===== config.mk =====
export PLATFORM = sky130hd
export DESIGN_NAME = flc_ctrl
export DESIGN_NICKNAME = d
export VERILOG_FILES = /design/src/rtl/flc_pkg.sv /design/src/rtl/flc_ctrl.sv
export SDC_FILE = /design/constraint.sdc
export NUM_CORES = 1
export LEC_CHECK = 0
export ABC_CLOCK_PERIOD_IN_PS = 1100
export CORE_AREA = 2 2 39 41
export CTS_BUF_LIST = sky130_fd_sc_hd__clkbuf_2
export DETAILED_ROUTE_END_ITERATION = 8
export DIE_AREA = 0 0 41 43
export DONT_BUFFER_PORTS = 1
export SLEW_MARGIN = 20
export SYNTH_ARGS = -nofsm -noshare
export SYNTH_HDL_FRONTEND = slang
export SYNTH_SLANG_ARGS = --single-unit

===== constraint.sdc =====
create_clock -name clk -period 1.1 [get_ports clk]
set_input_delay 0.22 -clock clk [delete_from_list [all_inputs] [get_ports clk]]
set_output_delay 0.22 -clock clk [all_outputs]
set_load 0.01 [all_outputs]

===== src/rtl/flc_pkg.sv =====
// Package for the FIFO line cache lookup block.
// Holds sizes, register and command codes, and the controller/datapath types.
// No dependencies; every other file in rtl but flc_ram imports it.
package flc_pkg;

	localparam int MAX_PACKETS    = 4096;
	localparam int MAX_LINES_HELD = 16;
	localparam int OFFSET_BITS    = 48;

	localparam int IDX_W   = 13;
	localparam int LINE_W  = 12;
	localparam int SLOT_W  = 4;
	localparam int FILL_W  = 5;
	localparam int LB_W    = 4;
	localparam int TAB_DEPTH = MAX_PACKETS + 1;

	localparam int IN_TDATA_W  = 64;
	localparam int OUT_TDATA_W = 224;
	localparam int OUT_TUSER_W = 4;
	localparam int APB_AW      = 4;
	localparam int APB_DW      = 32;

	// register word indexes (paddr[3:2])
	localparam logic [1:0] REG_LINE_BITS   = 2'd0;
	localparam logic [1:0] REG_MAX_ENTRIES = 2'd1;
	localparam logic [1:0] REG_NUM_DATA    = 2'd2;

	localparam logic CMD_WRITE  = 1'b0;
	localparam logic CMD_LOOKUP = 1'b1;

	typedef enum logic [2:0] {
		ST_IDLE,
		ST_TAG,
		ST_RBASE,
		ST_REND,
		ST_FIN
	} state_t;

	typedef enum logic [1:0] {
		ADDR_IN,
		ADDR_IDX1,
		ADDR_BASE,
		ADDR_END
	} addr_sel_t;

	typedef struct packed {
		logic [LB_W-1:0]   line_bits;
		logic [FILL_W-1:0] max_entries;
		logic [IDX_W-1:0]  num_data;
	} cfg_t;

	typedef struct packed {
		logic      latch;
		logic      re;
		addr_sel_t addr_sel;
		logic      tag;
		logic      cap_b;
		logic      cap_base;
		logic      load;
	} cmd_t;

	typedef struct packed {
		logic err;
		logic out_free;
	} stat_t;

endpackage


===== src/rtl/flc_ctrl.sv =====
// Controller for the line cache lookup: sequences the four table reads.
// Depends on flc_pkg; drives datapath commands, reads datapath status.
module flc_ctrl (
	input  logic           clk,
	input  logic           arst_n,
	input  logic           in_valid,
	input  logic           in_command,
	output logic           in_ready,
	input  flc_pkg::stat_t stat,
	output flc_pkg::cmd_t  cmd
);
	import flc_pkg::*;

	state_t state_q;
	state_t state_d;

	always_ff @(posedge clk or negedge arst_n) begin
		if (!arst_n) begin
			state_q <= ST_IDLE;
		end else begin
			state_q <= state_d;
		end
	end

	always_comb begin
		state_d = state_q;
		unique case (state_q)
			ST_IDLE: begin
				if (in_valid && in_command == CMD_LOOKUP) begin
					state_d = ST_TAG;
				end
			end
			ST_TAG:   state_d = stat.err ? ST_FIN : ST_RBASE;
			ST_RBASE: state_d = ST_REND;
			ST_REND:  state_d = ST_FIN;
			ST_FIN: begin
				if (stat.out_free) begin
					state_d = ST_IDLE;
				end
			end
			default:  state_d = ST_IDLE;
		endcase
	end

	always_comb begin
		in_ready     = 1'b0;
		cmd.latch    = 1'b0;
		cmd.re       = 1'b0;
		cmd.addr_sel = ADDR_IN;
		cmd.tag      = 1'b0;
		cmd.cap_b    = 1'b0;
		cmd.cap_base = 1'b0;
		cmd.load     = 1'b0;
		unique case (state_q)
			ST_IDLE: begin
				in_ready  = 1'b1;
				cmd.latch = in_valid && in_command == CMD_LOOKUP;
				cmd.re    = cmd.latch;
			end
			ST_TAG: begin
				cmd.re       = 1'b1;
				cmd.addr_sel = ADDR_IDX1;
				cmd.tag      = 1'b1;
			end
			ST_RBASE: begin
				cmd.re       = 1'b1;
				cmd.addr_sel = ADDR_BASE;
				cmd.cap_b    = 1'b1;
			end
			ST_REND: begin
				cmd.re       = 1'b1;
				cmd.addr_sel = ADDR_END;
				cmd.cap_base = 1'b1;
			end
			ST_FIN: begin
				// hold the end-of-line word in the RAM output until the result loads
				cmd.load = stat.out_free;
			end
			default: ;
		endcase
	end

endmodule


### Word level (Yosys, flattened, before mapping)

Cells that the tools add are included.

| operators by class | value |
|---|---|
| add/subtract/negate cells | 0 |
| $mul | 0 |
| div/mod/pow operators | 0 |
| $lt $le $gt $ge | 0 |
| equal/unequal tests | 6 |
| shift-type cells | 0 |
| muxes and demuxes | 12 |
| bitwise gates (word level) | 0 |
| reduce and logical (&&, ||, !) cells | 4 |

Operators by type and width:

| cell | count |
|---|---|
| 3-bit one-hot mux with 5 select lines | 1 |
| 3-bit two-way mux | 3 |
| 3-bit by 2-bit == test with 1-bit output (second input constant) | 2 |
| 1-bit two-way mux | 6 |
| 2-bit one-hot mux with 3 select lines | 1 |
| 2-bit inequality test (second input constant) | 2 |
| 3-bit by 1-bit == test with 1-bit output (second input constant) | 1 |
| 3-bit == test (second input constant) | 1 |
| 3-bit zero test | 1 |
| 3-bit OR reduction | 1 |
| 1-bit one-hot mux with 2 select lines | 1 |
| 2-bit AND reduction | 1 |
| 1-bit logical AND | 1 |

| word-level totals | value |
|---|---|
| bits in registers | 3 |
| bits in latches | 0 |
| bits in writable memories | 0 |
| ROM bits | 0 |
| input port bits | 6 |
| output and inout port bits | 9 |
| word-level logic and storage cells | 23 |
| memories | 0 |

### Longest topological paths before layout

Gate-level depths: netlist (run 1).

| logic depth | value |
|---|---|
| word-level depth | 3 |
| depth in mapped cells | 3 |
| gate-level depth less buffers | 3 |

### Least setup slack after synthesis (run 1)

OpenSTA, ideal clock, no wires.

| timing | value |
|---|---|
| kind | flip-flop to output port |
| start | register state_q[2] |
| end | output port cmd[7] in the netlist's numbering |
| arrival time | 1.030 ns |
| data required time | 0.880 ns |
| slack | -0.150 ns |
| cell stages (with the launch flop) | 3 |
| path buffers | 0 |
| cells stage by stage | dfrtp_1 > nor3_1 > and3_1 |

RTL lines:

| element | line | RTL |
|---|---|---|
| start: declaration | flc_ctrl.sv:14 | `state_t state_q;` |
| start signal: assignment | flc_ctrl.sv:21 | `state_q <= state_d;` |
| end: declaration | flc_ctrl.sv:10 | `output flc_pkg::cmd_t cmd` |

==> summary.md, run 1 <==
| Metric | Value |
|---|---|
| Die area | 0.00176 sq mm |
| Initial antenna violation count | 0 |
| Status | finished, violations left |
| DR iter-0 viols | 2 |
| Row count | 14 |
| GR Overflow Total | 0 |
| Sequential cell area | 78.8 sq um |
| Area of the multi-input gates | 154 sq um |
| Ys flop type | dfrtp_1 |
| Worst-Skew Late Latency | 0.22 ns |
| Total GRT Usage | 0.0976 |
| Max frequency | 0.766 GHz |
| Reg clk slew, reported paths | 0.04 ns |
| Failing checks | negative setup slack |
| Placer Congestion | 0.610 |
| CTS Buf Count | 3 |
| Max reg flops | 3 |
| Combinational share of power | 0.613 |
| Post-route DRC | 0 |
| Tot Pwr | 1.10 mW |
| Synth area leaders | dfrtp_1, and3_1, nor2_1 |
| First-pass GRT wire length | 1060 um |
| Setup Skew | 0.00758 ns |
| Final setup violation count | 10 |
| Worst EP required | 0.88 ns |
| Clk sinks | 3 |
| Via count | 224 |
| Vias in the first global route | 253 |
| Psw | 0.450 mW |
| YS warnings | 0 |
| Synth top cells by count | dfrtp_1, nor2_1 |
| WL/cell | 12.0 um |
| Syn Inst Count | 22 |
| Hold path start | stat[1] |
| Peak VDD IR | 831 uV |
| Via-to-Cell Ratio | 4.23 |
| Slew @ Worst Pin | 0.153 ns |
| Inserted Diodes | 0 |
| Setup WS post-layout | -0.205 ns |
| Setup slack at placement | 0.00762 ns |
| Post-synth ARST share | 1.00 |
| Seq pwr share | 0.238 |
| Htree depth | 1 |
| Top flop regs | state_q x3 |
| Critical Path Sink Type | output port |
| Leak | 0.177 nW |
| Initial Utilization | 0.134 |
| Detail Route Antenna Nets | 0 |
| Worst slew margin | 0.897 |
| Clock power frac | 0.149 |
| Worst R2R Start | state_q[1] |
| Pins Over Slew Limit | 0 |
| #FFs+latches synth | 3 |
| Path type of the worst setup path | flop to output port |
| Internal power | 0.651 mW |
| Hold Slack | 0.177 ns |
| Net Count, Synth | 28 |
| Unrepaired setup endpoints after global routing | yes |
| NumNets Final | 44 |
| Worst setup path start | state_q[1] |
| Fin crit share | 1.19 |
| Largest net degree at the start of global routing | 7 |
| Class of the worst hold path | input port to flop |
| PD cells | 2950 mW/mm^2 |
| Clk root buf | clkbuf_2 |
| Die X | 41 um |
| Synth top area share | 0.405 |
| Number of top-level pins | 15 |
| Unique masters post-synth | 14 |
| Max_cap viols | 0 |
| Core footprint | 0.00138 sq mm |
| Average size of a mapped cell | 8.42 sq um |
| CTS Buffer Depth | 2 |
| Final Hold Fails | 0 |
| Netlist Area Pre-Place | 185 sq um |
| Area grow syn2layout | 101% |
| Drt total wl | 636 um |
| Layout cell share with drive strength beyond 1 | 0.784 |
| I/O Buffers | 0 |
| CTS tree | built |
| Switching Fraction | 0.409 |
| Max Fanout on Critical Path | 6 |
| Post-synth EDFFs | 0 |
| Cell taking the most area after synthesis | dfrtp_1 |
| Die height | 43 um |
| Crit path DAT | 1.08 ns |
| Sequential fraction of the synthesis area | 0.405 |
| Largest register by flop count | state_q |
| Crit path time final | 1.30 ns |
| Worst setup SP type | flop |
| First-pass DRT Iterations | 2 |
| Filler cells | 154 |
timing repair:
item | CTS | global route
setup buffers | 3 | 2
endpoints found under the hold margin | 3 | 0
cloned | 0 | 0
endpoints found under the setup margin | 9 | 10
resized for setup | 11 | 2
pin swaps | 5 | 1
hold buffers | 1 | 0
worst paths after layout:
| check | endpoint | slack, ns | cells after the start |
|---|---|---|---|
| setup / recovery | cmd[1] | -0.20 | 4 |
| hold / removal | state_q[1] | 0.18 | 2 |
| setup reg to reg | state_q[2] | -0.14 | 4 |
| hold reg to reg | state_q[0] | 0.53 | 1 |
| max in group asynchronous | state_q[2] | 0.68 | 1 |
| min in group asynchronous | state_q[0] | 0.25 | 1 |
metrics by stage:
| step | instances | area [sq um] | TNS, ns | utilization |
|---|---|---|---|---|
| final | 53 | 373 | -1.44 | 0.269 |
| after global routing | 53 | 373 | -2.04 | 0.269 |
| after CTS | 51 | 353 | -1.45 | 0.255 |
| after detailed placement | 43 | 263 | 0 | 0.190 |
| after global placement | 43 | 263 | 0 | 0.190 |
| after floorplan | 22 | 205 | -0.00903 | - |
area by class of cell:
| type | count | share of cell area |
|---|---|---|
| Tap cell | 16 | 0.0537 |
| Sequential cell | 3 | 0.211 |
| Inverter | 2 | 0.0201 |
| Clock buffer | 4 | 0.0537 |
| Multi-Input combinational cell | 17 | 0.413 |
| Timing Repair Buffer | 11 | 0.248 |
per-layer routing:
layer  global-route usage  share of wire
met5                    0              0
met4               0.0800          0.022
met2                0.134           0.50
met3               0.0890           0.16
met1               0.0809           0.32
kinds of logic after synthesis:
group,Yosys count,share of synthesized area
DFF,3,0.405
and+or+nand+nor,13,0.399
buffers and inverters,2,0.0406
AOI/OAI and AO/OA,4,0.155
critical path, stage by stage, from the launching register on:
cell and delay (ns):
dfrtp_2 0.45, buf_4 0.16, nand2b_4 0.08, inv_2 0.04
and2_4 0.14
cells in the final DEF, fill, tap and decap left out, types with 2 or more instances in the layout:
cell type  count
and3_4         2
dfrtp_2        3
clkbuf_2       4
buf_4          8
buf_6          2
power by group through the flow:
stage	combinational, mW	clock (mW)	sequential, mW
after CTS	0.617	0.170	0.270
after global routing	0.730	0.186	0.274
after detailed placement	0.467	0	0.257
after floorplan	0.292	0	0.244
final	0.675	0.164	0.262
after global placement	0.460	0	0.254
Note: power is estimated with default switching activity, not from simulation.
==> run 2, diff against run 1 <==
ABC_CLOCK_PERIOD_IN_PS = 1400   (was 1100)
PLACE_DENSITY = 0.3   (was default)
clock period = 1.4 ns   (was 1.1 ns; I/O delays follow)
==> run 2 against run 1 <==
Compared with the run above: the flow now finishes without violations; non-clock buffer count fell by 7; first-iteration DRC count did not move; hold slack improved by 0.067 ns; via count fell by 13%; cell count fell by 13%; highest routed layer is now met3.
==> summary.md, run 2 (synthesis gave the netlist of run 1 again) <==
| Metric | Value |
|---|---|
| Vias in the first global route | 197 (-22%) |
| Max Fanout on Critical Path | 7 (+1) |
| Met3 WL | 60 um (-39%) |
| First-pass DRT Iterations | 2 (unchanged) |
| CTS tree | built |
| Inserted Diodes | 0 (unchanged) |
| Max_cap viols | 0 (unchanged) |
| Drt total wl | 502 um (-21%) |
| Die height | 43 um (unchanged) |
| PD cells | 2330 mW/mm^2 (-21%) |
| Setup Skew | 0.000650 ns (-0.00693 ns) |
| Final Hold Fails | 0 (unchanged) |
| Worst slew margin | 0.757 (-0.140) |
| Tot Pwr | 0.693 mW (-37%) |
| Max reg flops | 3 (unchanged) |
| Area grow syn2layout | 60.8% |
| Via-to-Cell Ratio | 4.26 (+0.82%) |
| Worst-Skew Late Latency | 0.20 ns (-0.02 ns) |
| Met2 wire len | 260 um (-18%) |
| Wl on met1 | 181 um (-12%) |
| Reg2reg path depth | 3 (-1) |
| Worst setup SP type | flop |
| CTS Buffer Depth | 2 (unchanged) |
| DP Area | 213 sq um (-19%) |
| I/O Buffers | 0 (unchanged) |
| Number of top-level pins | 15 (unchanged) |
| Row count | 14 (unchanged) |
| Total GRT Usage | 0.0826 (-0.0150) |
| Die X | 41 um (unchanged) |
| Worst EP required | 1.12 ns (+0.24 ns) |
| Final setup violation count | 0 (-10) |
| Via count | 196 (-13%) |
| CTS Buf Count | 3 (unchanged) |
| Die area | 0.00176 sq mm (unchanged) |
| Critical Path Sink Type | output port |
| Max frequency | 0.740 GHz |
| Slew @ Worst Pin | 0.364 ns (+0.210 ns) |
| Status | finished clean |
| Fin crit share | 0.965 |
| NumNets Final | 37 (-16%) |
| Crit path DAT | 1.07 ns (about the same) |
| Detail Route Antenna Nets | 0 (unchanged) |
| Clk sinks | 3 (unchanged) |
| Layout cell share with drive strength beyond 1 | 0.600 (-0.184) |
| Largest net degree at the start of global routing | 9 (+2) |
| Clk root buf | clkbuf_2 |
| Pins Over Slew Limit | 0 (unchanged) |
| DR iter-0 viols | 2 (unchanged) |
| Path type of the worst setup path | flop to output port |
| Leak | 0.130 nW (-26%) |
| Initial Utilization | 0.134 (unchanged) |
| Post-DP HPWL | 412 um |
| Commonest non-fill, non-tap cell in the layout | clkbuf_2 |
| Top flop regs | state_q x3 |
| Core footprint | 0.00138 sq mm (unchanged) |
| Largest register by flop count | state_q |
| Crit path time final | 1.35 ns |
| Class of the worst hold path | input port to flop |
| Design area | 298 sq um (-20%) |
| Post-route DRC | 0 (unchanged) |
| Peak VDD IR | 502 uV (-40%) |
| Hold path cells | 2 (unchanged) |
| Placer Congestion | 0.584 (-4.4%) |
| Initial antenna violation count | 0 (unchanged) |
| Top sig layer | met3 |
| GR Overflow Total | 0 (unchanged) |
| Filler cells | 163 (+5.8%) |
| Unrepaired setup endpoints after global routing | yes |
| Commonest cells after routing, fill and taps aside | clkbuf_2, buf_4, dfrtp_2 |
| Htree depth | 1 (unchanged) |
| WL/cell | 10.9 um (-9.1%) |
| Reg clk slew, reported paths | 0.04 ns (about the same) |
| First-pass GRT wire length | 903 um (-15%) |
==> run 2: changes by cell type in the layout (fill, tap and decap cells not counted) <==
cell	previous run	this run
buf_4	8	3
buf_6	2	0
a21oi_1	1	2
a21oi_2	1	0
a32o_1	0	1
a32o_2	1	0
inv_2	1	0
inv_4	0	1
nor2_1	1	2
nor2_4	1	0
nor3b_1	0	1
nor3b_2	1	0
==> run 2: power by group <==
part           leakage, nW  internal [mW]  switching, mW
Combinational       0.0787          0.191          0.167
Clock               0.0166         0.0753         0.0435
Sequential          0.0351          0.130         0.0870
Total                0.130          0.396          0.297
==> run 2: timing repair <==
item / 4_1_cts / 5_1_grt
gates resized for setup: 5 / 7
hold buffers: 1 / 0
endpoints found under the hold margin: 3 / 0
buffers inserted: 0 / 2
endpoints found under the setup margin: 2 / 5
pin swaps: 0 / 2
==> run 2: metal layers <==
layer | up-vias | global-route usage
met5 | - | 0
met4 | 0 | 0.0400
met3 | 0 | 0.0785
met2 | 8 | 0.106
met1 | 95 | 0.0877
li1 | 93 | -
==> run 2: per-stage QoR <==
step	setup WS, ns	std cells	TNS (ns)	hold slack, ns	utilization
after global routing	-0.0280	46	-0.0505	0.220	0.215
final	0.0484	46	0	0.244	0.215
after global placement	0.181	39	0	-0.0155	0.154
after CTS	-0.00117	44	-0.00117	0.233	0.187
after floorplan	0.0903	22	0	-0.0156	-
after detailed placement	0.168	39	0	-0.0155	0.154
==> run 2: final timing paths <==
check / from / to / slack, ns
max: state_q[1] / cmd[7] / 0.05
min: stat[1] / state_q[1] / 0.24
max reg2reg: state_q[0] / state_q[2] / 0.30
min reg2reg: state_q[0] / state_q[1] / 0.56
max in group asynchronous: arst_n / state_q[2] / 0.91
min in group asynchronous: arst_n / state_q[1] / 0.33
==> run 2: area by class of cell <==
type / instances / area [sq um] / share of cell area
sequential: 3 / 78.8 / 0.265
multi-input combinational: 17 / 136 / 0.458
inverter: 2 / 10.0 / 0.0336
tap: 16 / 20.0 / 0.0672
timing repair buffer: 4 / 32.5 / 0.109
clock buffer: 4 / 20.0 / 0.0672
==> run 2: worst max-delay path: stages (launching register included) <==
cell	delay, ns
dfrtp_2	0.47
nor3_4	0.19
and3_4	0.21
==> run 3, diff against run 2 <==
--- a/config.mk
+++ b/config.mk
@@ -7,3 +7,4 @@
 export LEC_CHECK = 0
-export ABC_CLOCK_PERIOD_IN_PS = 1400
+export ABC_CLOCK_PERIOD_IN_PS = 1500
+export CAP_MARGIN = 0
 export CORE_AREA = 2 2 39 41
==> constraint.sdc (replaced) <==
create_clock -name clk -period 1.5 [get_ports clk]
set_input_delay 0.3 -clock clk [delete_from_list [all_inputs] [get_ports clk]]
set_output_delay 0.3 -clock clk [all_outputs]
set_load 0.02 [all_outputs]
==> run 3 against run 2 <==
Compared with the run above: clock-buffer cell count stayed put; critical path type unchanged; critical path depth is 1 higher; core utilization is 1.3 points lower; largest cell class unchanged; critical endpoint is now cmd[1]; non-clock buffer count is 1 higher.
==> summary.md, run 3 (synthesis gave the netlist of run 1 again) <==
| Metric | Value |
|---|---|
| Status | finished clean |
| Die height | 43 um (unchanged) |
| Max_cap viols | 0 (unchanged) |
| PD cells | 2420 mW/mm^2 (+4.1%) |
| Clk sinks | 3 (unchanged) |
| I/O Buffers | 0 (unchanged) |
| Row count | 14 (unchanged) |
| Peak VDD IR | 446 uV (-11%) |
| NumNets Final | 38 (+2.7%) |
| Worst setup SP type | flop |
| DR iter-0 viols | 5 (+3) |
| Largest net degree at the start of global routing | 9 (unchanged) |
| Layout cell share with drive strength beyond 1 | 0.452 (-0.148) |
| Htree depth | 1 (unchanged) |
| Vias in the first global route | 178 (-9.6%) |
| Number of top-level pins | 15 (unchanged) |
| Initial antenna violation count | 0 (unchanged) |
| Pins Over Slew Limit | 0 (unchanged) |
| Setup tns final | 0 ns (unchanged) |
| WL/cell | 10.2 um (-6.6%) |
| GR Overflow Total | 0 (unchanged) |
| Final Util | 0.203 (-0.0127) |
| Hold Slack | 0.276 ns (+0.0315 ns) |
| Final setup violation count | 0 (unchanged) |
| Post-route DRC | 0 (unchanged) |
| Filler cells | 166 (+1.8%) |
| Reg clk slew, reported paths | 0.04 ns (about the same) |
| Crit path time final | 1.45 ns |
| First-pass DRT Iterations | 3 (+1) |
| CTS Buffer Depth | 2 (unchanged) |
| Initial Utilization | 0.134 (unchanged) |
| Drt total wl | 479 um (-4.6%) |
| Detail Route Antenna Nets | 0 (unchanged) |
| Die area | 0.00176 sq mm (unchanged) |
| CTS tree | built |
| CTS Buf Count | 3 (unchanged) |
| Worst slew margin | 0.831 (+0.0742) |
| Max reg flops | 3 (unchanged) |
| Worst-Skew Late Latency | 0.20 ns (about the same) |
| Via count | 194 (-1.0%) |
| Inserted Diodes | 0 (unchanged) |
| Area grow syn2layout | 51.4% |
| Placer Congestion | 0.597 (+2.3%) |
| Final Hold Fails | 0 (unchanged) |
| Total GRT Usage | 0.0614 (-0.0211) |
| Largest register by flop count | state_q |
| Path type of the worst setup path | flop to output port |
| Max frequency | 0.689 GHz |
| Die X | 41 um (unchanged) |
| Top flop regs | state_q x3 |
| Unrepaired setup endpoints after global routing | yes |
| Clk root buf | clkbuf_2 |
| Via-to-Cell Ratio | 4.13 (-3.1%) |
| R2r setup slk | 0.48 ns (+0.18 ns) |
| Placed Instances | 42 (+7.7%) |
| Leak | 0.138 nW (+5.7%) |
| Crit path DAT | 1.15 ns (+0.08 ns) |
| Post CTS Setup Buffer Count | 0 (unchanged) |
| Slew @ Worst Pin | 0.253 ns (-0.110 ns) |
| Class of the worst hold path | input port to flop |
| Setup Skew | 0.00447 ns (+0.00382 ns) |
| Fin crit share | 0.968 |
| Commonest cells after routing, fill and taps aside | clkbuf_2, buf_4, dfrtp_1 |
| Final cell count without fillers | 47 (+2.2%) |
| Core footprint | 0.00138 sq mm (unchanged) |
| Max Fanout on Critical Path | 8 (+1) |
| Critical Path Sink Type | output port |
| Worst EP required | 1.20 ns (+0.08 ns) |
| First-pass GRT wire length | 676 um (-25%) |
## run 3: changes by cell type in the layout (fill, tap and decap cells not counted), sizes merged
cell  delta
buf      +1
## run 3: metal layers
metal  global-route usage  share of wire  vias to the layer above
met4               0.0600              0                        0
li1                     -              -                       93
met2               0.0875           0.55                        7
met3               0.0314           0.11                        0
met1               0.0584           0.34                       94
met5                    0              0                        -
## run 3: worst max-delay path, cell delays in order (launching register included)
cell and delay [ns]:
dfrtp_1 0.44, nand2b_1 0.22, inv_1 0.08, and2_2 0.20
## run 3: timing repair
item / in CTS / in global routing
endpoints found under the setup margin: 1 / 4
hold buffers: 1 / 0
cloned: 0 / 0
gates resized for setup: 0 / 5
hold endpoints to repair: 3 / 0
## run 3: layout make-up
| cell class | instances | area, sq um | share of cell area |
|---|---|---|---|
| sequential | 3 | 75.1 | 0.268 |
| multi-input combinational | 17 | 118 | 0.420 |
| clock buffer | 4 | 20.0 | 0.0714 |
| tap | 16 | 20.0 | 0.0714 |
| timing repair buffer | 5 | 40.0 | 0.143 |
| inverter | 2 | 7.51 | 0.0268 |
## run 3: worst paths after layout
path	startpoint	end	cells after the start
max	state_q[2]	cmd[1]	3
min	stat[1]	state_q[1]	2
max reg2reg	state_q[2]	state_q[2]	2
min reg2reg	state_q[2]	state_q[0]	1
max in group asynchronous	arst_n	state_q[1]	1
min in group asynchronous	arst_n	state_q[0]	1
## run 3: per-stage QoR
step	power, mW	worst slack, ns	cell area (sq um)
2_1_floorplan	0.431	0.0715	190
3_3_place_gp	0.560	0.244	240
3_5_place_dp	0.559	0.227	240
4_1_cts	0.680	-0.00630	270
5_1_grt	0.724	-0.00212	280
6_report	0.679	0.0477	280
## run 3: where the power goes
| group | switching [mW] | internal, mW |
|---|---|---|
| Sequential | 0.0637 | 0.114 |
| Combinational | 0.220 | 0.169 |
| Clock | 0.0422 | 0.0704 |
| Total | 0.326 | 0.353 |
