--- src/rtl/flc_pkg.sv ---
// Package for the FIFO line cache lookup block.
// Holds sizes, register and command codes, and the controller/datapath types.
// No dependencies; every other file in rtl but flc_ram imports it.
package flc_pkg;

	localparam int MAX_PACKETS    = 4096;
	localparam int MAX_LINES_HELD = 16;
	localparam int OFFSET_BITS    = 48;

	localparam int IDX_W   = 13;
	localparam int LINE_W  = 12;
	localparam int SLOT_W  = 4;
	localparam int FILL_W  = 5;
	localparam int LB_W    = 4;
	localparam int TAB_DEPTH = MAX_PACKETS + 1;

	localparam int IN_TDATA_W  = 64;
	localparam int OUT_TDATA_W = 224;
	localparam int OUT_TUSER_W = 4;
	localparam int APB_AW      = 4;
	localparam int APB_DW      = 32;

	// register word indexes (paddr[3:2])
	localparam logic [1:0] REG_LINE_BITS   = 2'd0;
	localparam logic [1:0] REG_MAX_ENTRIES = 2'd1;
	localparam logic [1:0] REG_NUM_DATA    = 2'd2;

	localparam logic CMD_WRITE  = 1'b0;
	localparam logic CMD_LOOKUP = 1'b1;

	typedef enum logic [2:0] {
		ST_IDLE,
		ST_TAG,
		ST_RBASE,
		ST_REND,
		ST_FIN
	} state_t;

	typedef enum logic [1:0] {
		ADDR_IN,
		ADDR_IDX1,
		ADDR_BASE,
		ADDR_END
	} addr_sel_t;

	typedef struct packed {
		logic [LB_W-1:0]   line_bits;
		logic [FILL_W-1:0] max_entries;
		logic [IDX_W-1:0]  num_data;
	} cfg_t;

	typedef struct packed {
		logic      latch;
		logic      re;
		addr_sel_t addr_sel;
		logic      tag;
		logic      cap_b;
		logic      cap_base;
		logic      load;
	} cmd_t;

	typedef struct packed {
		logic err;
		logic out_free;
	} stat_t;

endpackage

--- src/rtl/flc_regs.sv ---
// APB configuration registers: line_bits, max_entries, num_data.
// Depends on flc_pkg; raises flush on every write to a defined register.
module flc_regs (
	input  logic                       clk,
	input  logic                       arst_n,
	input  logic                       psel,
	input  logic                       penable,
	input  logic                       pwrite,
	input  logic [flc_pkg::APB_AW-1:0] paddr,
	input  logic [flc_pkg::APB_DW-1:0] pwdata,
	output logic [flc_pkg::APB_DW-1:0] prdata,
	output logic                       pready,
	output flc_pkg::cfg_t              cfg,
	output logic                       flush
);
	import flc_pkg::*;

	logic [LB_W-1:0]   line_bits_q;
	logic [FILL_W-1:0] max_entries_q;
	logic [IDX_W-1:0]  num_data_q;
	logic              wr;
	logic [1:0]        reg_idx;

	assign pready  = 1'b1;
	assign wr      = psel && penable && pwrite && pready;
	assign reg_idx = paddr[3:2];

	always_ff @(posedge clk or negedge arst_n) begin
		if (!arst_n) begin
			line_bits_q   <= '0;
			max_entries_q <= FILL_W'(MAX_LINES_HELD);
			num_data_q    <= '0;
		end else if (wr) begin
			unique case (reg_idx)
				REG_LINE_BITS:   line_bits_q   <= pwdata[LB_W-1:0];
				REG_MAX_ENTRIES: max_entries_q <= pwdata[FILL_W-1:0];
				REG_NUM_DATA:    num_data_q    <= pwdata[IDX_W-1:0];
				default: ;
			endcase
		end
	end

	always_comb begin
		flush = 1'b0;
		if (wr) begin
			flush = (reg_idx == REG_LINE_BITS) || (reg_idx == REG_MAX_ENTRIES) ||
				(reg_idx == REG_NUM_DATA);
		end
	end

	always_comb begin
		unique case (reg_idx)
			REG_LINE_BITS:   prdata = APB_DW'(line_bits_q);
			REG_MAX_ENTRIES: prdata = APB_DW'(max_entries_q);
			REG_NUM_DATA:    prdata = APB_DW'(num_data_q);
			default:         prdata = '0;
		endcase
	end

	assign cfg.line_bits   = line_bits_q;
	assign cfg.max_entries = max_entries_q;
	assign cfg.num_data    = num_data_q;

endmodule

--- config.mk ---
export PLATFORM = sky130hd
export DESIGN_NAME = flc_regs
export DESIGN_NICKNAME = d
export VERILOG_FILES = /design/src/rtl/flc_pkg.sv /design/src/rtl/flc_regs.sv
export SDC_FILE = /design/constraint.sdc
export NUM_CORES = 1
export LEC_CHECK = 0
export ABC_AREA = 1
export BUFFER_PORTS_ARGS = -buffer_cell sky130_fd_sc_hd__buf_4
export CELL_PAD_IN_SITES_DETAIL_PLACEMENT = 0
export CELL_PAD_IN_SITES_GLOBAL_PLACEMENT = 2
export CORE_ASPECT_RATIO = 1.25
export CORE_MARGIN = 10
export CORE_UTILIZATION = 18
export CTS_CLUSTER_DIAMETER = 80
export DETAILED_ROUTE_END_ITERATION = 10
export PLACE_DENSITY = 0.8
export RECOVER_POWER = 50
export SETUP_SLACK_MARGIN = 0.4
export SLEW_MARGIN = 20
export SYNTH_ARGS = -nofsm -noshare
export SYNTH_HDL_FRONTEND = slang
export SYNTH_SLANG_ARGS = --single-unit
--- constraint.sdc ---
create_clock -name clk -period 1 [get_ports clk]
set_clock_uncertainty 0.2 [all_clocks]
set_input_delay 0 -clock clk [delete_from_list [all_inputs] [get_ports clk]]
set_output_delay 0 -clock clk [all_outputs]
set_load 0.005 [all_outputs]
[After elaboration in Yosys (flattened, before gate mapping)]
Cells that the tools add are included.
W data, S select, Z words.
Cells by class
  equality and inequality tests: 2
  multiplexer cells: 2
  reductions and logical operators: 8
Operator list (count)
  $pmux W13 S3: 1
  $reduce_and A2 Y1: 3
  $eq A2 B1 Y1 const B: 1
  $eq A2 B2 Y1 const B: 1
  $logic_and A1 B1 Y1: 2
  $logic_not A2 Y1: 1
  $logic_or A1 B1 Y1: 2
  $mux W1: 1
Storage, ports and cells
  output and inout port bits: 56
  word-level logic and storage cells: 15
  bits of input ports: 41
  bits in registers: 22

[Logic depth before layout (Yosys ltp)]
Gate-level depths: netlist of run 1.
  word-level depth: 4
  depth in mapped cells: 7
  depth with buffers taken out: 6

[Worst setup path after synthesis of run 1]
No wires, ideal clock.
  path type: register -> register
  from: register max_entries_q[4] (netlist name)
  to: register max_entries_q[4]
  stages on the path, launching flop included: 3
  data required time: 0.739 ns
  slack: 0.119 ns
  library setup time: 0.061 ns
  arrival time: 0.620 ns
  path through: dfstp_2 nand2_1 nand2_1
RTL lines
  to (signal assigned): RTL line flc_regs.sv:31  | max_entries_q <= FILL_W'(MAX_LINES_HELD);
  to (signal assigned): RTL line flc_regs.sv:36  | REG_MAX_ENTRIES: max_entries_q <= pwdata[FILL_W-1:0];
  to (decl): RTL line flc_regs.sv:19  | logic [FILL_W-1:0] max_entries_q;

[Worst setup path after layout of run 1]
  from: register max_entries_q[4]
  to: output prdata[4] in the netlist's numbering
Between the ends
  longest elaborated chain between the ends: 1
Ends and longest elaborated chain
  $pmux W13 S3: RTL line flc_regs.sv:52  | unique case (reg_idx)
  to (decl): RTL line flc_regs.sv:11  | output logic [flc_pkg::APB_DW-1:0] prdata,
No other way between the ends.

==> results of run 1 <==
-- repair_timing --
item,CTS,global route
endpoints found under the setup margin,58,58
pin swaps,12,21
endpoints found under the hold margin,44,44
gates resized for setup,41,32
buffers inserted,15,11
-- logic make-up (layout without fill, tap and decap cells) --
logic type,after synthesis,in the layout
flops,22,22
buf+inv,35,104
other cells,2,20
compound gates,1,1
simple gates,106,106
-- path summary, 6_finish.rpt --
path | cells past startpoint | start | slack (ns) | endpoint
worst max-delay path | 3 | max_entries_q[4]$_DFFE_PN1P_ | -0.21 | prdata[4]
worst min-delay path | 1 | arst_n | -0.48 | num_data_q[6]$_DFFE_PN0P_
worst max register to register | 4 | line_bits_q[2]$_DFFE_PN0P_ | -0.02 | line_bits_q[2]$_DFFE_PN0P_
worst min register to register | 2 | max_entries_q[4]$_DFFE_PN1P_ | 0.27 | max_entries_q[4]$_DFFE_PN1P_
max in group asynchronous | 1 | arst_n | 0.70 | max_entries_q[3]$_DFFE_PN0P_
min in group clk | 3 | pwdata[7] | -0.27 | num_data_q[7]$_DFFE_PN0P_
-- through the flow --
stage | utilization | cells
6_report | 0.337 | 340
5_1_grt | 0.337 | 340
4_1_cts | 0.309 | 329
3_5_place_dp | 0.260 | 310
3_3_place_gp | 0.260 | 310
2_1_floorplan | - | 184
-- critical path: cells and delay by family, from the launching register on --
kind / cells / cell delay, ns
flops: 1 / 0.55
simple gates: 2 / 0.10
buf+inv: 1 / 0.10
-- cell usage in the layout (no fill, tap or decap) --
master,netlist,routed
a21oi_2,0,1
nand3_2,1,1
dfstp_2,1,1
nor2_4,1,2
inv_1,10,10
nand2_2,0,17
nor2_1,11,10
nand2_4,2,1
inv_2,2,1
buf_8,0,2
nand2_1,86,69
conb_1,2,20
nand3_1,4,3
nand2_8,0,1
inv_6,0,2
nor2_2,1,1
nand3_4,0,1
buf_6,2,49
dfrtp_1,21,21
buf_4,20,35
clkbuf_2,0,1
clkbuf_8,0,4
-- sequential cells by signal, summed over array words and instances (netlist names) --
register	flops
num_data_q	13
max_entries_q	5
line_bits_q	4
-- metal layers --
layer	up-vias	share of wire	GRT usage
met5	-	0	0
met4	0	0.011	0.0325
met3	2	0.070	0.0193
met2	41	0.56	0.149
met1	538	0.35	0.0786
li1	624	-	-
-- area by class of cell --
| cell class | count | area, um^2 |
|---|---|---|
| multi-input cells | 127 | 589 |
| flip-flops and latches | 22 | 552 |
| clock buffers | 4 | 55.1 |
| inverters | 13 | 58.8 |
| well taps | 87 | 109 |
| repair buffers | 87 | 850 |
| fillers | 708 | 4350 |
-- power by group --
part	internal [uW]	switching (uW)
Combinational	955	514
Sequential	1080	172
Clock	351	293
Total	2380	979
==> summary.txt, run 1 <==
Synth top area share = 0.430
Status = finished, violations left
Die Y = 112 um
Site Rows = 33
Hold crit path type = in -> async
Layout cells sized above 1 = 0.474
Post-synthesis sequential area ratio = 0.451
Critical Path Max Stage Delay = 0.55 ns
Adder-Cell Fraction of Synth Area = 0
Setup tns final = -3.28 ns
Top-count cell post-synth = nand2_1
Pre-antenna DRT Iters = 4
Synthesized area = 1220 um^2
Clock transition at path regs = 0.08 ns
Chip Width = 93.7 um
Most frequent CP cell = nand2_1
Post-synth EDFFs = 0
Fin crit period = 1.21 ns
H-tree depth = 1
Synth cell types = 16
Max-Slew Margin vs Limit = 0.614
Synth Area in Simple Gates = 0.355
IO Port Bufs = 55
Max-Cap Viols = 0
Area growth syn-to-layout = 81.1%
Compound-gate portion of the synthesized area = 0.00409
Iteration-0 DRC Markers = 15
Num CTS Buffers = 3
Unrepaired setup endpoints after global routing = true
Setup slack after layout = -0.213 ns
CP max stage cell = dfstp_2
Asr flop ratio synth = 1.00
Root Buffer = clkbuf_8
Synth Register Bits = 22
Hold Slack = -0.479 ns
Vias in the first global route = 1364
Placed instance area = 1710 um^2
Yosys warns = 0
Mapped Cells = 166
CP max FO = 3
Post-route ant nets = 0
Fin area = 2210 um^2
Top_reg_cell synth = dfrtp_1
Critical path cell sequence = nand2_1 > nand2_1 > buf_4
Antenna diodes = 0
DR vias/cell = 3.54
Type of destination of the critical path = primary output
Mux share of post-synthesis cell area = 0
Placer congestion estimate = 0.734
Post-Syn Area per Cell = 7.36 um^2
Critical path class = reg -> out
Detail Placement HPWL = 3350 um
CTS tree = done
Initial antenna violation count = 0
Initial Util = 0.186
Die area = 10500 um^2
Global-route wire length before repair = 6760 um
Final hold violation count = 44
Vias = 1205
Max Slew Vio Count = 0
Core area = 6570 um^2
CTS Buffer Depth = 2
Residual DRC count = 0
Final setup fails = 35
Peak supply drop = 485 uV
Leakage = 0.00120 uW
Pwr/cell area = 1520 nW/um^2
Total GRT Usage = 0.0788
Post-layout net count = 295
Top post-synthesis cells by count = nand2_1 (86), dfrtp_1 (21), buf_4 (20), nor2_1 (11), inv_1 (10)
Highest clock rate = 824 MHz
Clk_lat worst skew = 0.26 ns
# clock sinks = 22
WP data arrival = 1.01 ns
Worst-margin pin slew = 0.579 ns
Area contributors post-synth = dfrtp_1 (43%), nand2_1 (26%), buf_4 (12%)
IO Pins = 97
Xor/xnor share of the synthesized area = 0
Total gr overflow = 0
Largest net degree at the start of global routing = 23
Dominant cell type by area after synthesis = dfrtp_1
Total wire length = 4380 um
Startpoint Class = flop
Largest family of logic cells by synthesized area = simple AND/OR/NAND/NOR gates
Wire per inst = 12.9 um
Pre-CTS setup slack = 0.0118 ns
Total power = 3360 uW
Req. time, crit path = 0.80 ns
Failing checks = negative hold slack, negative setup slack
Tcrit/Tclk final = 1.21
No activity file was read; power rests on OpenSTA's default activity.
==> inputs of run 2 (changes only) <==
--- a/config.mk
+++ b/config.mk
@@ -5,16 +5,15 @@
 export SDC_FILE = /design/constraint.sdc
 export NUM_CORES = 1
 export LEC_CHECK = 0
-export ABC_AREA = 1
 export BUFFER_PORTS_ARGS = -buffer_cell sky130_fd_sc_hd__buf_4
 export CELL_PAD_IN_SITES_DETAIL_PLACEMENT = 0
 export CELL_PAD_IN_SITES_GLOBAL_PLACEMENT = 2
 export CORE_ASPECT_RATIO = 1.25
 export CORE_MARGIN = 10
-export CORE_UTILIZATION = 18
+export CORE_UTILIZATION = 21
 export CTS_CLUSTER_DIAMETER = 80
 export DETAILED_ROUTE_END_ITERATION = 10
-export PLACE_DENSITY = 0.8
+export PLACE_DENSITY = 0.82
 export RECOVER_POWER = 50
 export SETUP_SLACK_MARGIN = 0.4
 export SLEW_MARGIN = 20
==> run 2 against run 1 <==
  * Cell count shrank 26%
  * Critical path type unchanged
  * Maximum frequency shrank 3.5%
  * Largest cell class unchanged
  * Non-clock buffer count grew 4
  * Hold slack lost 0.0093 ns
  * Final area shrank 0.28%
  * Worst setup slack lost 0.044 ns
  * The flow still finishes with violations (negative hold slack, negative setup slack)
  * Sequential cell count is the same
  * Clock power is essentially flat
  * Utilization grew 6.6 points
  * Via count shrank 16%
==> summary.txt, run 2 <==
Status = finished, violations left
Failing checks = negative hold slack, negative setup slack
Clock transition at path regs = 0.08 ns (about the same)
Final setup fails = 50 (+43%)
Placed cell count = 218 (-30%)
Site Rows = 30 (-9.1%)
Logic gate share of total power = 0.473 (+0.036)
Top post-synthesis cells by count = buf_4 (22), dfrtp_1 (21), mux2_2 (17), and2_1 (8), mux2_4 (5)
Max-Slew Margin vs Limit = 0.615 (+0.00151)
Area contributors post-synth = dfrtp_1 (44%), mux2_2 (16%), buf_4 (14%)
Layout fillers = 553 (-22%)
Chip Width = 87.5 um (-6.6%)
Post-synth EDFFs = 0 (unchanged)
Sequential power share = 0.351 (-0.020)
Critical path cell sequence = a22o_1 > buf_4
WP data arrival = 1.06 ns (+0.05 ns)
Layout Cells excl Fill = 251 (-26%)
Synth Register Bits = 22 (unchanged)
Seq. cell area = 552 um^2 (unchanged)
Pwr/cell area = 1660 nW/um^2 (+9.2%)
Yosys warns = 0 (unchanged)
Core area = 5480 um^2 (-17%)
Placer congestion estimate = 0.652 (-11%)
FF-to-FF path depth = 3 (-1)
Mapped Cells = 98 (-41%)
Vias = 1012 (-16%)
Fin crit period = 1.26 ns (+0.0438 ns)
IO Pins = 97 (unchanged)
Critical path class = reg -> out
Global-route wire length before repair = 5650 um (-16%)
Total wire length = 3900 um (-11%)
Util after Layout = 0.403 (+0.0656)
CP max stage cell = dfstp_2
Residual DRC count = 0 (unchanged)
Internal Power = 2700 uW (+13%)
# clock sinks = 22 (unchanged)
Dominant cell type by area after synthesis = dfrtp_1
Num CTS Buffers = 3 (unchanged)
Wire per inst = 15.5 um (+21%)
Iteration-0 DRC Markers = 33 (+18)
CP max FO = 3 (unchanged)
H-tree depth = 1 (unchanged)
Top flop regs = num_data_q (13), max_entries_q (5), line_bits_q (4)
Synth top area share = 0.439 (+0.00944)
Pre-antenna DRT Iters = 3 (-1)
Post-layout net count = 229 (-22%)
Area growth syn-to-layout = 84.5%
Multi-input gate area in the final layout = 611 um^2 (+3.6%)
Initial antenna violation count = 0 (unchanged)
DR vias/cell = 4.03 (+14%)
Reg2reg end = line_bits_q[1]$_DFFE_PN0P_
Final hold violation count = 44 (unchanged)
Layout cells sized above 1 = 0.684 (+0.210)
Total GRT Usage = 0.0783 (-0.000467)
Root Buffer = clkbuf_8
Startpoint Class = flop
Detail Placement HPWL = 2810 um (-16%)
Hold crit path type = in -> async
Asr flop ratio synth = 1.00 (unchanged)
Vias in the first global route = 1068 (-22%)
Net Sw Frac = 0.261 (-0.0299)
Largest net degree at the start of global routing = 23 (unchanged)
CTS tree = done
Top-count cell post-synth = buf_4
Largest register FFs = 13 (unchanged)
Setup slack after layout = -0.257 ns (-0.0438 ns)
Synth cell types = 18 (+2)
Clk_lat worst skew = 0.27 ns (about the same)
Initial Util = 0.218 (+0.0321)
Max-Cap Viols = 0 (unchanged)
Req. time, crit path = 0.80 ns (about the same)
Critical Path Max Stage Delay = 0.55 ns (about the same)
Synthesized area = 1200 um^2 (-2.1%)
Worst-margin pin slew = 0.577 ns (-0.00226 ns)
Post-synthesis sequential area ratio = 0.461 (+0.00992)
CTS Buffer Depth = 2 (unchanged)
Top reg by flops = num_data_q
Max Slew Vio Count = 0 (unchanged)
Tcrit/Tclk final = 1.26 (+0.0438)
IO Port Bufs = 55 (unchanged)
P_sw = 956 uW (-2.3%)
Antenna diodes = 0 (unchanged)
Highest clock rate = 796 MHz (-3.5%)
Type of destination of the critical path = primary output
Die area = 9130 um^2 (-13%)
Leakage = 0.00112 uW (-6.8%)
Post-route ant nets = 0 (unchanged)
Most common cell after layout, fill and taps aside = buf_6
Clk pwr share = 0.176 (-0.016)
Unrepaired setup endpoints after global routing = true
Peak supply drop = 1110 uV (+130%)
Post-Syn Area per Cell = 12.2 um^2 (+66%)
R2r setup slk = -0.19 ns (-0.17 ns)
Commonest non-fill, non-tap cells in the layout = buf_6 (53), buf_4 (35), dfrtp_1 (21), conb_1 (20), mux2_4 (16)
Die Y = 104 um (-6.9%)
Top_reg_cell synth = dfrtp_1
Hold Slack = -0.488 ns (-0.00925 ns)
Origin of the critical flop-to-flop path = line_bits_q[1]$_DFFE_PN0P_
Total gr overflow = 0 (unchanged)
run 2: final cells by class:
class | instances | share of cell area
timing repair buffer | 91 | 0.412
multi-input combinational | 70 | 0.277
sequential | 22 | 0.250
tap | 64 | 0.0363
clock buffer | 4 | 0.0249
run 2: power groups by stage:
| stage | clock, uW | combinational, uW | sequential [uW] |
|---|---|---|---|
| floorplan | 0 | 446 | 1280 |
| global placement | 0 | 992 | 1280 |
| detailed placement | 0 | 1000 | 1280 |
| CTS | 671 | 1500 | 1270 |
| global route | 719 | 1860 | 1310 |
| finish | 646 | 1730 | 1280 |
run 2: cells by family (layout without fill, tap and decap cells):
| kind of cell | after synthesis | after routing | share of synthesized area |
|---|---|---|---|
| buffers and inverters | 24 | 95 | 0.157 |
| flip-flops | 22 | 22 | 0.461 |
| AND/OR/NAND/NOR | 18 | 18 | 0.0910 |
| other | 2 | 20 | 0.00628 |
| AO/OA/AOI/OAI | 6 | 6 | 0.0282 |
| multiplexers | 26 | 26 | 0.256 |
run 2: critical path: cells and delay by family (launching register included):
family                 cells  cell delay, ns
DFF                        1            0.55
AOI/OAI and AO/OA          1            0.13
buffers and inverters      1            0.11
run 2: what timing repair did:
action                                  in CTS  in global routing
resized for setup                           43                 25
cloned                                       0                  1
pin swaps                                    3                  3
setup buffers                               19                  9
hold endpoints to repair                    44                 44
endpoints found under the setup margin      58                 58
run 2: how the worst max path moves through the flow:
stage / startpoint / endpoint / slack [ns] / depth (start not counted)
after floorplan: paddr[3] / max_entries_q[0]$_DFFE_PN0P_ / -0.22 / 4
after global placement: pwrite / max_entries_q[2]$_DFFE_PN0P_ / -0.39 / 4
after detailed placement: pwrite / max_entries_q[1]$_DFFE_PN0P_ / -0.40 / 4
after CTS: max_entries_q[4]$_DFFE_PN1P_ / prdata[4] / -0.25 / 2
after global routing: max_entries_q[4]$_DFFE_PN1P_ / prdata[4] / -0.29 / 2
final: max_entries_q[4]$_DFFE_PN1P_ / prdata[4] / -0.26 / 2
run 2: layer usage:
layer  global-route usage  vias up  share of wire
met2                0.117       55           0.46
met1               0.0969      482           0.43
met3               0.0400        4           0.10
met5                    0        -              0
met4               0.0171        0         0.0059
li1                     -      471              -
run 2: metrics by stage:
stage               total power [uW]  area [um^2]  hold slack [ns]  setup WS [ns]  TNS [ns]
floorplan                       1720         1330           -0.496         -0.216     -3.84
global placement                2270         1680           -0.292         -0.392     -9.70
global route                    3900         2210           -0.454         -0.294     -7.85
finish                          3660         2210           -0.488         -0.257     -5.85
detailed placement              2280         1680           -0.289         -0.403     -9.91
CTS                             3440         2030           -0.584         -0.254     -4.96
==> inputs of run 3 (changes only) <==
--- a/config.mk
+++ b/config.mk
@@ -9,7 +9,7 @@
 export CELL_PAD_IN_SITES_DETAIL_PLACEMENT = 0
 export CELL_PAD_IN_SITES_GLOBAL_PLACEMENT = 2
 export CORE_ASPECT_RATIO = 1.25
-export CORE_MARGIN = 10
+export CORE_MARGIN = 8
 export CORE_UTILIZATION = 21
 export CTS_CLUSTER_DIAMETER = 80
 export DETAILED_ROUTE_END_ITERATION = 10
==> constraint.sdc (replaced) <==
create_clock -name clk -period 1 [get_ports clk]
set_clock_uncertainty 0.2 [all_clocks]
set_input_delay 0.2 -clock clk [delete_from_list [all_inputs] [get_ports clk]]
set_output_delay 0.2 -clock clk [all_outputs]
set_load 0.005 [all_outputs]
==> run 3 against run 2 <==
  * The flow still finishes with violations (negative hold slack, negative setup slack)
  * Sequential cell count stayed put
  * Utilization rose by 3.5 points
  * First-iteration DRC count shrank 67%
  * Register-to-register slack worse by 0.03 ns
  * Sequential share of layout area down 2.0 points
  * Via count grew 5.1%
  * Hold slack better by 0.19 ns
  * Worst setup slack got worse by 0.19 ns
  * Total power grew 7.0%
  * Maximum frequency fell by 13%
  * Sequential power about the same
==> summary.txt, run 3 (synthesized netlist as in run 2, its figures left out) <==
Max-Cap Viols = 0 (unchanged)
Detail Placement HPWL = 2760 um (-1.7%)
Num CTS Buffers = 3 (unchanged)
Peak supply drop = 697 uV (-37%)
IO Port Bufs = 55 (unchanged)
Net Sw Frac = 0.254 (-0.00687)
Hold Slack = -0.295 ns (+0.193 ns)
Chip Width = 83.5 um (-4.6%)
Post-route ant nets = 0 (unchanged)
Type of destination of the critical path = primary output
Total gr overflow = 0 (unchanged)
Origin of the critical flop-to-flop path = num_data_q[5]$_DFFE_PN0P_
Top reg by flops = num_data_q
Setup tns final = -16.25 ns (-10.40 ns)
Top flop regs = num_data_q (13), max_entries_q (5), line_bits_q (4)
Worst-margin pin slew = 0.559 ns (-0.0187 ns)
Reg2reg end = num_data_q[5]$_DFFE_PN0P_
CP top delay family = flip-flops
FF-to-FF path depth = 3 (unchanged)
Antenna diodes = 0 (unchanged)
Core area = 5480 um^2 (unchanged)
Fin area = 2400 um^2 (+8.6%)
Max Slew Vio Count = 0 (unchanged)
Placer congestion estimate = 0.684 (+4.9%)
Clk_lat worst skew = 0.27 ns (about the same)
Fin crit period = 1.45 ns (+0.189 ns)
R2r setup slk = -0.22 ns (-0.03 ns)
Site Rows = 30 (unchanged)
Critical path class = reg -> out
Die Y = 100 um (-3.8%)
Clk pwr share = 0.165 (-0.011)
Global-route wire length before repair = 6240 um (+10%)
Internal Power = 2920 uW (+8.0%)
CTS Buffer Depth = 2 (unchanged)
Commonest non-fill, non-tap cells in the layout = buf_6 (61), buf_4 (46), mux2_4 (22), dfrtp_1 (21), conb_1 (20)
CTS tree = done
Logic gate share of total power = 0.512 (+0.039)
Hold crit path type = in -> async
Root Buffer = clkbuf_8
Failing checks = negative hold slack, negative setup slack
Most common cell after layout, fill and taps aside = buf_6
Vias = 1064 (+5.1%)
Total GRT Usage = 0.0926 (+0.0143)
Tcrit/Tclk final = 1.45 (+0.189)
Max-Slew Margin vs Limit = 0.628 (+0.0124)
Final hold violation count = 43 (-2.3%)
Pre-antenna DRT Iters = 3 (unchanged)
Req. time, crit path = 0.60 ns (-0.20 ns)
WP data arrival = 1.05 ns (about the same)
Wire per inst = 14.4 um (-7.5%)
Final setup fails = 58 (+16%)
Critical path cell sequence = mux2i_1 > o21ai_1 > buf_4
Layout cells sized above 1 = 0.718 (+0.0340)
IO Pins = 97 (unchanged)
Vias in the first global route = 1243 (+16%)
Highest clock rate = 692 MHz (-13%)
DR vias/cell = 3.94 (-2.3%)
P_sw = 996 uW (+4.2%)
Initial Util = 0.218 (unchanged)
Post-layout net count = 248 (+8.3%)
# clock sinks = 22 (unchanged)
Leakage = 0.00124 uW (+10%)
Sequential power share = 0.323 (-0.028)
Placed instance area = 1820 um^2 (+8.0%)
Startpoint Class = flop
Total wire length = 3880 um (-0.49%)
Iteration-0 DRC Markers = 11 (-67%)
Critical Path Max Stage Delay = 0.40 ns (-0.15 ns)
Setup slack after layout = -0.445 ns (-0.189 ns)
Buf/Inv on CP = 1 (unchanged)
Unrepaired setup endpoints after global routing = true
Clock transition at path regs = 0.08 ns (about the same)
CP max stage cell = dfrtp_1
Largest register FFs = 13 (unchanged)
H-tree depth = 1 (unchanged)
Pwr/cell area = 1630 nW/um^2 (-1.5%)
Status = finished, violations left
Area growth syn-to-layout = 100%
Largest net degree at the start of global routing = 23 (unchanged)
CP max FO = 2 (-1)
Initial antenna violation count = 0 (unchanged)
Die area = 8380 um^2 (-8.2%)
Residual DRC count = 0 (unchanged)
## run 3: cell count changes in the layout (fill, tap and decap cells not counted), sizes merged
cell and change:
buf +20, clkbuf -1
## run 3: cell type report
type | instances | area [um^2]
Multi-Input combinational cell | 70 | 638
Tap cell | 64 | 80.1
Fill cell | 530 | 3080
Sequential cell | 22 | 552
Timing Repair Buffer | 110 | 1070
Clock buffer | 4 | 55.1
## run 3: stage by stage
stage / util / instances / power (uW) / setup WS [ns]
finish: 0.437 / 270 / 3910 / -0.445
global route: 0.437 / 270 / 4180 / -0.490
CTS: 0.401 / 253 / 3650 / -0.442
detailed placement: 0.332 / 236 / 2490 / -0.597
global placement: 0.332 / 236 / 2460 / -0.555
floorplan: - / 116 / 1720 / -0.416
## run 3: timing repair
action                                  4_1_cts  5_1_grt
gates resized for setup                      67       20
pin swaps                                     5        8
endpoints found under the setup margin       58       58
setup buffers                                12       17
cloned                                        1        0
hold endpoints to repair                     44       44
## run 3: worst max path at each step
stage                                 startpoint                            to  slack (ns)  cells after the start
floorplan                               paddr[3]  max_entries_q[0]$_DFFE_PN0P_       -0.42                      4
global placement                          pwrite  max_entries_q[3]$_DFFE_PN0P_       -0.55                      4
detailed placement                        pwrite  max_entries_q[1]$_DFFE_PN0P_       -0.60                      4
CTS                 max_entries_q[4]$_DFFE_PN1P_                     prdata[4]       -0.44                      2
global route          line_bits_q[1]$_DFFE_PN0P_                     prdata[1]       -0.49                      3
finish                line_bits_q[1]$_DFFE_PN0P_                     prdata[1]       -0.45                      3
## run 3: power groups by stage
stage / registers (uW) / clock network (uW) / logic (uW)
floorplan: 1280 / 0 / 444
global placement: 1260 / 0 / 1210
detailed placement: 1270 / 0 / 1220
CTS: 1280 / 669 / 1710
global route: 1290 / 712 / 2170
finish: 1260 / 647 / 2000
## run 3: metal layers
layer / global-route usage / vias up / routed length (um)
met5: 0 / - / 0
met4: 0.0360 / 0 / 81
met3: 0.0381 / 7 / 314
met2: 0.158 / 56 / 1980
met1: 0.100 / 496 / 1510
li1: - / 505 / -
